--- config.mk ---
export PLATFORM = sky130hd
export DESIGN_NAME = appointment_record_parser_core
export DESIGN_NICKNAME = d
export VERILOG_FILES = /design/src/hw/rtl/apr_pkg.sv /design/src/hw/rtl/appointment_record_parser_core.sv
export SDC_FILE = /design/constraint.sdc
export NUM_CORES = 1
export LEC_CHECK = 0
export BUFFER_PORTS_ARGS = -buffer_cell sky130_fd_sc_hd__buf_2
export CAP_MARGIN = 40
export CORE_MARGIN = 2
export CORE_UTILIZATION = 60
export CTS_CLUSTER_SIZE = 16
export DETAILED_ROUTE_END_ITERATION = 7
export PLACE_DENSITY = 0.91
export SYNTH_ARGS = -nofsm -noshare
export SYNTH_HDL_FRONTEND = slang
export SYNTH_SLANG_ARGS = --single-unit
export TNS_END_PERCENT = 10
--- constraint.sdc ---
create_clock -name aclk -period 13.2 [get_ports aclk]
set_input_delay 1.98 -clock aclk [delete_from_list [all_inputs] [get_ports aclk]]
set_output_delay 1.98 -clock aclk [all_outputs]
set_load 0.02 [all_outputs]
--- src/hw/rtl/apr_pkg.sv ---
// Shared constants, result kind codes and the date word decoder of the
// appointment record parser. It depends on nothing else.
package apr_pkg;

    localparam int DATA_W     = 8;
    localparam int KIND_W     = 3;
    localparam int M_TDATA_W  = 56;

    localparam int DESC_CAP_DEF   = 255;
    localparam int NOTE_CAP_DEF   = 511;
    localparam int EXCEPT_CAP_DEF = 16;

    localparam logic [KIND_W-1:0] KIND_HEADER = 3'd0;
    localparam logic [KIND_W-1:0] KIND_REPEAT = 3'd1;
    localparam logic [KIND_W-1:0] KIND_DESC   = 3'd2;
    localparam logic [KIND_W-1:0] KIND_NOTE   = 3'd3;
    localparam logic [KIND_W-1:0] KIND_END    = 3'd4;

    // Positions in the five-bit section flag word (flag byte bits 1 to 5).
    localparam int FLG_ALARM  = 0;
    localparam int FLG_REPEAT = 1;
    localparam int FLG_NOTE   = 2;
    localparam int FLG_EXC    = 3;
    localparam int FLG_DESC   = 4;

    localparam logic [7:0]  BYTE_ALL  = 8'hFF;
    localparam logic [15:0] WORD_ALL  = 16'hFFFF;
    localparam logic [10:0] YEAR_BASE = 11'd1904;

    typedef struct packed {
        logic [10:0] year;
        logic [3:0]  month;
        logic [4:0]  day;
    } date_t;

    function automatic date_t decode_date(input logic [15:0] w);
        date_t d;
        d.year  = 11'(w[15:9]) + YEAR_BASE;
        d.month = w[8:5];
        d.day   = w[4:0];
        return d;
    endfunction

endpackage

--- src/hw/rtl/appointment_record_parser_core.sv ---
// Appointment record parser top level: section sequencer and result register.
// Depends on apr_pkg for constants, kind codes and the date decoder.

// The parser takes one byte of a big-endian packed appointment record per item
// on the s_ channel and accepts a byte in every cycle unless a result waits and
// m_tready is low. Each byte goes through a single section state update between
// the input handshake and one output register, so a result appears on the m_
// channel in the cycle after the byte that causes it, and the next byte is taken
// while that result waits as long as m_tready is high in the same cycle. A
// record yields a header item, an optional repeat item, one item per kept text
// character, and an end-only item when its last byte causes nothing else.
module appointment_record_parser_core #(
    parameter int DESC_CAP   = apr_pkg::DESC_CAP_DEF,
    parameter int NOTE_CAP   = apr_pkg::NOTE_CAP_DEF,
    parameter int EXCEPT_CAP = apr_pkg::EXCEPT_CAP_DEF
) (
    input  logic                          aclk,
    input  logic                          aresetn,
    input  logic                          s_tvalid,
    output logic                          s_tready,
    // s_tdata: data_byte[7:0]
    input  logic [apr_pkg::DATA_W-1:0]    s_tdata,
    input  logic                          s_tlast,
    output logic                          m_tvalid,
    input  logic                          m_tready,
    // m_tdata: flag_bit[0], year[11:1], month[15:12], day[20:16], value_a[28:21],
    // value_b[36:29], value_c[44:37], value_d[52:45], incomplete[53], zero[55:54]
    output logic [apr_pkg::M_TDATA_W-1:0] m_tdata,
    // m_tuser: kind[2:0]
    output logic [apr_pkg::KIND_W-1:0]    m_tuser,
    output logic                          m_tlast
);

    localparam int TXT_MAX = (DESC_CAP > NOTE_CAP) ? DESC_CAP : NOTE_CAP;
    localparam int TXT_W   = $clog2(TXT_MAX + 1);
    localparam int SKIP_W  = $clog2(2 * EXCEPT_CAP + 1);

    typedef enum logic [3:0] {
        ST_HEADER, ST_ALARM, ST_REPEAT, ST_EXC_COUNT, ST_EXC_SKIP,
        ST_DESC, ST_DESC_PAD, ST_NOTE, ST_DONE
    } state_t;

    state_t            state_reg, state_next;
    logic [2:0]        pos_reg, pos_next;
    logic [4:0]        flags_reg, flags_next;
    logic [SKIP_W-1:0] skip_reg, skip_next;
    logic [TXT_W-1:0]  txt_reg, txt_next;
    logic              par_reg, par_next;
    logic [7:0]        hdr_reg [0:5];
    logic [7:0]        rpt_reg [1:5];

    logic                          out_valid_reg, out_valid_next;
    logic [apr_pkg::M_TDATA_W-1:0] out_data_reg;
    logic [apr_pkg::KIND_W-1:0]    out_kind_reg;
    logic                          out_last_reg;

    logic                          accept;
    logic                          emit;
    logic [apr_pkg::KIND_W-1:0]    kind;
    logic                          flag_bit;
    apr_pkg::date_t                date;
    logic [7:0]                    val_a, val_b, val_c, val_d;
    logic                          incomplete;
    logic [7:0]                    b;
    logic [15:0]                   rpt_word;
    logic [SKIP_W-2:0]             exc_n;

    function automatic state_t pick(input state_t from, input logic [4:0] fl);
        state_t s;
        if (from <= ST_ALARM && fl[apr_pkg::FLG_ALARM]) begin
            s = ST_ALARM;
        end else if (from <= ST_REPEAT && fl[apr_pkg::FLG_REPEAT]) begin
            s = ST_REPEAT;
        end else if (from <= ST_EXC_COUNT && fl[apr_pkg::FLG_EXC]) begin
            s = ST_EXC_COUNT;
        end else if (from <= ST_DESC && fl[apr_pkg::FLG_DESC]) begin
            s = ST_DESC;
        end else if (fl[apr_pkg::FLG_NOTE]) begin
            s = ST_NOTE;
        end else begin
            s = ST_DONE;
        end
        return s;
    endfunction

    assign accept   = s_tvalid && s_tready;
    assign s_tready = !out_valid_reg || m_tready;
    assign b        = s_tdata;
    assign rpt_word = {rpt_reg[2], rpt_reg[3]};
    assign exc_n    = (32'(b) > EXCEPT_CAP) ? (SKIP_W-1)'(EXCEPT_CAP) : b[SKIP_W-2:0];

    always_comb begin
        state_next = state_reg;
        pos_next   = pos_reg;
        flags_next = flags_reg;
        skip_next  = skip_reg;
        txt_next   = txt_reg;
        par_next   = par_reg;
        emit       = 1'b0;
        kind       = apr_pkg::KIND_HEADER;
        flag_bit   = 1'b0;
        date       = '0;
        val_a      = '0;
        val_b      = '0;
        val_c      = '0;
        val_d      = '0;
        incomplete = 1'b0;

        unique case (state_reg)
            ST_HEADER: begin
                if (pos_reg == 3'd7) begin
                    flags_next = b[5:1];
                    emit       = 1'b1;
                    kind       = apr_pkg::KIND_HEADER;
                    flag_bit   = !(hdr_reg[0] == apr_pkg::BYTE_ALL
                                   && hdr_reg[1] == apr_pkg::BYTE_ALL);
                    date       = apr_pkg::decode_date({hdr_reg[4], hdr_reg[5]});
                    val_a      = hdr_reg[0];
                    val_b      = hdr_reg[1];
                    val_c      = hdr_reg[2];
                    val_d      = hdr_reg[3];
                    state_next = pick(ST_ALARM, b[5:1]);
                    pos_next   = '0;
                    txt_next   = '0;
                    par_next   = 1'b0;
                end else begin
                    pos_next = pos_reg + 3'd1;
                end
            end
            ST_ALARM: begin
                if (pos_reg != 3'd0) begin
                    state_next = pick(ST_REPEAT, flags_reg);
                    pos_next   = '0;
                    txt_next   = '0;
                    par_next   = 1'b0;
                end else begin
                    pos_next = pos_reg + 3'd1;
                end
            end
            ST_REPEAT: begin
                if (pos_reg == 3'd7) begin
                    emit       = 1'b1;
                    kind       = apr_pkg::KIND_REPEAT;
                    flag_bit   = (rpt_word == apr_pkg::WORD_ALL);
                    date       = apr_pkg::decode_date(rpt_word);
                    val_a      = rpt_reg[1];
                    val_b      = rpt_reg[5];
                    val_c      = rpt_reg[4];
                    state_next = pick(ST_EXC_COUNT, flags_reg);
                    pos_next   = '0;
                    txt_next   = '0;
                    par_next   = 1'b0;
                end else begin
                    pos_next = pos_reg + 3'd1;
                end
            end
            ST_EXC_COUNT: begin
                if (pos_reg == 3'd0) begin
                    skip_next = (b != 8'd0) ? SKIP_W'(2 * EXCEPT_CAP) : '0;
                    pos_next  = 3'd1;
                end else begin
                    if (skip_reg == '0) begin
                        skip_next = {exc_n, 1'b0};
                    end
                    if (skip_reg == '0 && exc_n == '0) begin
                        state_next = pick(ST_DESC, flags_reg);
                        txt_next   = '0;
                        par_next   = 1'b0;
                    end else begin
                        state_next = ST_EXC_SKIP;
                    end
                    pos_next = '0;
                end
            end
            ST_EXC_SKIP: begin
                if (skip_reg > SKIP_W'(1)) begin
                    skip_next = skip_reg - SKIP_W'(1);
                end else begin
                    skip_next  = '0;
                    state_next = pick(ST_DESC, flags_reg);
                    pos_next   = '0;
                    txt_next   = '0;
                    par_next   = 1'b0;
                end
            end
            ST_DESC: begin
                par_next = !par_reg;
                if (b == 8'd0) begin
                    state_next = par_reg ? pick(ST_NOTE, flags_reg) : ST_DESC_PAD;
                    pos_next   = '0;
                    txt_next   = '0;
                    par_next   = 1'b0;
                end else if (txt_reg < TXT_W'(DESC_CAP)) begin
                    emit     = 1'b1;
                    kind     = apr_pkg::KIND_DESC;
                    val_a    = b;
                    txt_next = txt_reg + TXT_W'(1);
                end
            end
            ST_DESC_PAD: begin
                state_next = pick(ST_NOTE, flags_reg);
                pos_next   = '0;
                txt_next   = '0;
                par_next   = 1'b0;
            end
            ST_NOTE: begin
                if (b == 8'd0) begin
                    state_next = ST_DONE;
                    pos_next   = '0;
                    txt_next   = '0;
                    par_next   = 1'b0;
                end else if (txt_reg < TXT_W'(NOTE_CAP)) begin
                    emit     = 1'b1;
                    kind     = apr_pkg::KIND_NOTE;
                    val_a    = b;
                    txt_next = txt_reg + TXT_W'(1);
                end
            end
            default: begin
                state_next = ST_DONE;
            end
        endcase

        if (s_tlast) begin
            if (!emit) begin
                emit = 1'b1;
                kind = apr_pkg::KIND_END;
            end
            incomplete = (state_next == ST_HEADER || state_next == ST_ALARM
                          || state_next == ST_REPEAT || state_next == ST_EXC_COUNT
                          || state_next == ST_EXC_SKIP || state_next == ST_DESC);
            state_next = ST_HEADER;
            pos_next   = '0;
            txt_next   = '0;
            par_next   = 1'b0;
            flags_next = '0;
            skip_next  = '0;
        end
    end

    assign out_valid_next = accept ? emit : (out_valid_reg && !m_tready);

    always_ff @(posedge aclk) begin
        if (!aresetn) begin
            state_reg     <= ST_HEADER;
            pos_reg       <= '0;
            flags_reg     <= '0;
            skip_reg      <= '0;
            txt_reg       <= '0;
            par_reg       <= 1'b0;
            out_valid_reg <= 1'b0;
        end else begin
            out_valid_reg <= out_valid_next;
            if (accept) begin
                state_reg <= state_next;
                pos_reg   <= pos_next;
                flags_reg <= flags_next;
                skip_reg  <= skip_next;
                txt_reg   <= txt_next;
                par_reg   <= par_next;
            end
        end
    end

    always_ff @(posedge aclk) begin
        if (accept && state_reg == ST_HEADER && pos_reg < 3'd6) begin
            hdr_reg[pos_reg] <= b;
        end
        if (accept && state_reg == ST_REPEAT && pos_reg != 3'd0 && pos_reg < 3'd6) begin
            rpt_reg[pos_reg] <= b;
        end
        if (accept && emit) begin
            out_data_reg <= {2'b00, incomplete, val_d, val_c, val_b, val_a,
                             date.day, date.month, date.year, flag_bit};
            out_kind_reg <= kind;
            out_last_reg <= s_tlast;
        end
    end

    assign m_tvalid = out_valid_reg;
    assign m_tdata  = out_data_reg;
    assign m_tuser  = out_kind_reg;
    assign m_tlast  = out_last_reg;

    a_last_gives_end: assert property (@(posedge aclk) disable iff (!aresetn)
        accept && s_tlast |=> m_tvalid && m_tlast)
        else $error("Last byte of a record did not produce a closing item.");

    a_last_restarts: assert property (@(posedge aclk) disable iff (!aresetn)
        accept && s_tlast |=> state_reg == ST_HEADER && flags_reg == '0 && skip_reg == '0)
        else $error("Parser did not return to the header section after a record.");

    a_incomplete_at_end: assert property (@(posedge aclk) disable iff (!aresetn)
        m_tvalid && m_tdata[53] |-> m_tlast)
        else $error("Incomplete flag raised on an item that does not close a record.");

    a_text_no_date: assert property (@(posedge aclk) disable iff (!aresetn)
        m_tvalid && (m_tuser == apr_pkg::KIND_DESC || m_tuser == apr_pkg::KIND_NOTE)
        |-> m_tdata[20:0] == '0 && m_tdata[52:29] == '0)
        else $error("Text item carries date or value fields.");

    a_desc_cap: assert property (@(posedge aclk) disable iff (!aresetn)
        state_reg == ST_DESC |-> txt_reg <= TXT_W'(DESC_CAP))
        else $error("Description character count passed its cap.");

endmodule

==> results by group <==
Finish
  – Antenna cells: 0
  – Max FFs per register: 52
  – Final layout net count: 663
  – Share of cells above drive strength 1: 0.192
  – Post-Layout Cell Count: 823
  – Layout Utilization: 0.705
  – Synth-to-Final Area Change: 14.6%

Clocking
  – Hold_buf cts: 0
  – CTS clock-pin slew for the worst setup and hold paths: approximately 0.070 ns
  – Resized cells post-CTS: 0
  – Clock Latency Late Sink: between 0.4 and 0.5 ns
  – Total clock sinks: 172
  – CTS tree: built
  – Root Buffer: clkbuf_16
  – Post-CTS setup buffer count: 0
  – H-tree depth: 4
  – Cts bufs inserted: 17
  – Worst-case clock buffer depth: 2

Timing
  – Rel. slew slack: 0.372
  – F_max: 0.227 GHz
  – Crit path time final: 4.40 ns
  – RSZ-0062 raised after global routing: false
  – Setup-failing EPs final: 0
  – Tcrit/Tclk final: 0.334
  – Post-route setup TNS: 0 ns
  – Max-slew violation count: 0
  – Clock Skew: ~0.016 ns
  – Worst-margin pin slew: 0.934 ns
  – Fin. Hold Viols: 0
  – WHS: approximately 0.52 ns
  – Final WS setup: 8.80 ns

Floorplan
  – Die X: between 100 and 150 µm
  – Core Area: 12100 µm²
  – I/O pin count: 75
  – # rows: 40
  – Full die area: 13300 µm²
  – Die Span Y: 115 µm
  – Initial Util: 0.615

Placed design
  – Routability Congestion: 0.917
  – Placed Cells: 790
  – DP Worst Slack: 8.42 ns
  – Dpl hpwl: roughly 11 mm
  – PortBufs: 72

Synthesis
  – Top cell type's share of synthesized area: 0.583
  – Netlist cell types: 75
  – Post-synth EDFFs: ~140
  – Count leader, synth: edfxtp_1
  – Synth area leader: edfxtp_1
  – Register area share after synthesis: 0.658
  – Ranking of synthesized cells by area: edfxtp_1 58%, dfxtp_1 7.6%, a22o_1 3.4%
  – Post-synth top cells: 144 x edfxtp_1, 44 x nand2_1, 29 x a22o_1
  – Synth Flop Type: edfxtp_1
  – Synthesized area: 7420 µm²
  – Synthesized instance count: between 500 and 600
  – YS warnings: 0
  – Average size of a mapped cell: 12.9 µm²
  – #FFs+latches synth: 172
  – FFs w/ async S/R, synth: 0

Route
  – Antenna violation net count after detailed routing: 0
  – Iter 0 DRT Violations: 694
  – Remaining DRCs: 0
  – First-pass detailed-route iteration total: 6
  – Vias: between 5000 and 6000
  – WL per Instance: 21.4 µm
  – Via-to-Cell Ratio: between 6 and 7
  – Drt total wl: 17.6 mm

Critical path
  – Worst R2R Path Depth: 7
  – Crit Path Max Fanout: 5
  – Crit path capture type: primary output
  – R2R setup slack: slightly below 10 ns
  – Worst Path Arrival: ~2.4 ns
  – Critical path class: in2out
  – Setup crit start kind: input port
  – R2R Path End: m_tdata[46]
  – Worst r2r src: pos_reg[0]
  – Data required, critical path: 11.22 ns

GRT
  – Vias in the first global route: 5302
  – Initial antenna violation count: 0
  – Largest net degree at the start of global routing: 34
  – First-pass GRT wire length: between 20 and 30 mm
  – Grt ovf: 0
  – GRT Overall Usage: 0.278

Power and ir drop
  – PD cells: 135 nW/µm²
  – Maximum VDD drop: 0.0000794 V
  – Leakage: just over 3 nW

Min path
  – Hold depth: 2
  – Worst hold start: txt_reg[8]
  – Min-delay worst type: reg2reg
  – Hold Path End: txt_reg[8]

Flow run
  – Max cap viols: 0

Run status
  – Outcome: finished clean
[critical path, stage by stage]
cell      delay [ns]
buf_2           0.09
nand2b_1        0.17
buf_2           0.18
[logic make-up (layout without fill, tap and decap cells)]
logic type      Yosys count  after routing  share of synthesized area
xor+xnor                  5              5                    0.00590
fa+ha+maj                 9              9                     0.0148
simple gates            190            190                      0.143
buf+inv                  54            134                     0.0319
mux                       8              8                     0.0108
compound gates          135            135                      0.135
flops                   172            172                      0.658
other cells               1              2                   0.000505
[how the worst max path moves through the flow]
stage                     cells after the start  slack, ns  startpoint     endpoint
after CTS                                     3       8.78    m_tready     s_tready
final                                         3       8.80    m_tready     s_tready
after global placement                        6       8.64  s_tdata[4]  m_tdata[53]
after floorplan                               5       7.29  s_tdata[4]   m_tdata[0]
after detailed placement                      6       8.42  s_tdata[4]  m_tdata[53]
after global routing                          6       8.66  s_tdata[4]  m_tdata[53]
[placed cells by master, fill, tap and decap left out, types with 3 or more instances in the layout]
cell and instances:
and2_1 5, nor3_1 13, nor2_1 24, and3_1 12, dfxtp_1 28, nand4_1 14
a22o_1 29, nor4_1 10, or3_1 3, a211o_1 5, mux2i_1 8, xnor2_1 5
nand2b_1 9, a21oi_1 15, nand3_1 18, nand2_1 44, nand3b_1 4, inv_1 17
buf_4 7, o211ai_1 3, edfxtp_1 144, ha_1 8, o31ai_1 5, clkbuf_16 17
nor4bb_1 4, nor4b_1 3, buf_2 75, clkinv_1 3, a22oi_1 13, nor2b_1 11
o2bb2ai_1 3, o22ai_1 8, inv_6 4, or4_1 3, o21ai_0 20
[layout make-up]
| cell class | instances | area (µm²) |
|---|---|---|
| Timing Repair Buffer | 84 | 437 |
| Tap cell | 168 | 210 |
| Inverter | 18 | 67.6 |
| Clock inverter | 15 | 163 |
| Sequential cell | 172 | 4880 |
| Multi-Input combinational cell | 349 | 2320 |
| Clock buffer | 17 | 425 |
| Fill cell | 772 | 3560 |
[per-layer routing]
layer	global-route usage	wire length, µm	vias to the layer above
met3	0.0770	1520	52
met2	0.471	9000	366
li1	-	-	2381
met1	0.337	6540	2558
met4	0.120	527	0
met5	0	0	-
[metrics by stage]
stage,total power [W],area [µm²]
detailed placement,0.000665,7910
global placement,0.000662,7890
CTS,0.00115,8500
finish,0.00115,8500
floorplan,0.000645,7430
global route,0.00118,8500
[report_power, final]
| part | leakage [nW] | switching (W) | total, W | internal (W) |
|---|---|---|---|---|
| sequential | 1.57 | 0.00000552 | 0.000603 | 0.000597 |
| clock | 0.284 | 0.000211 | 0.000493 | 0.000282 |
| combinational | 1.21 | 0.0000383 | 0.0000519 | 0.0000136 |
No activity file was read; power rests on OpenSTA's default activity.
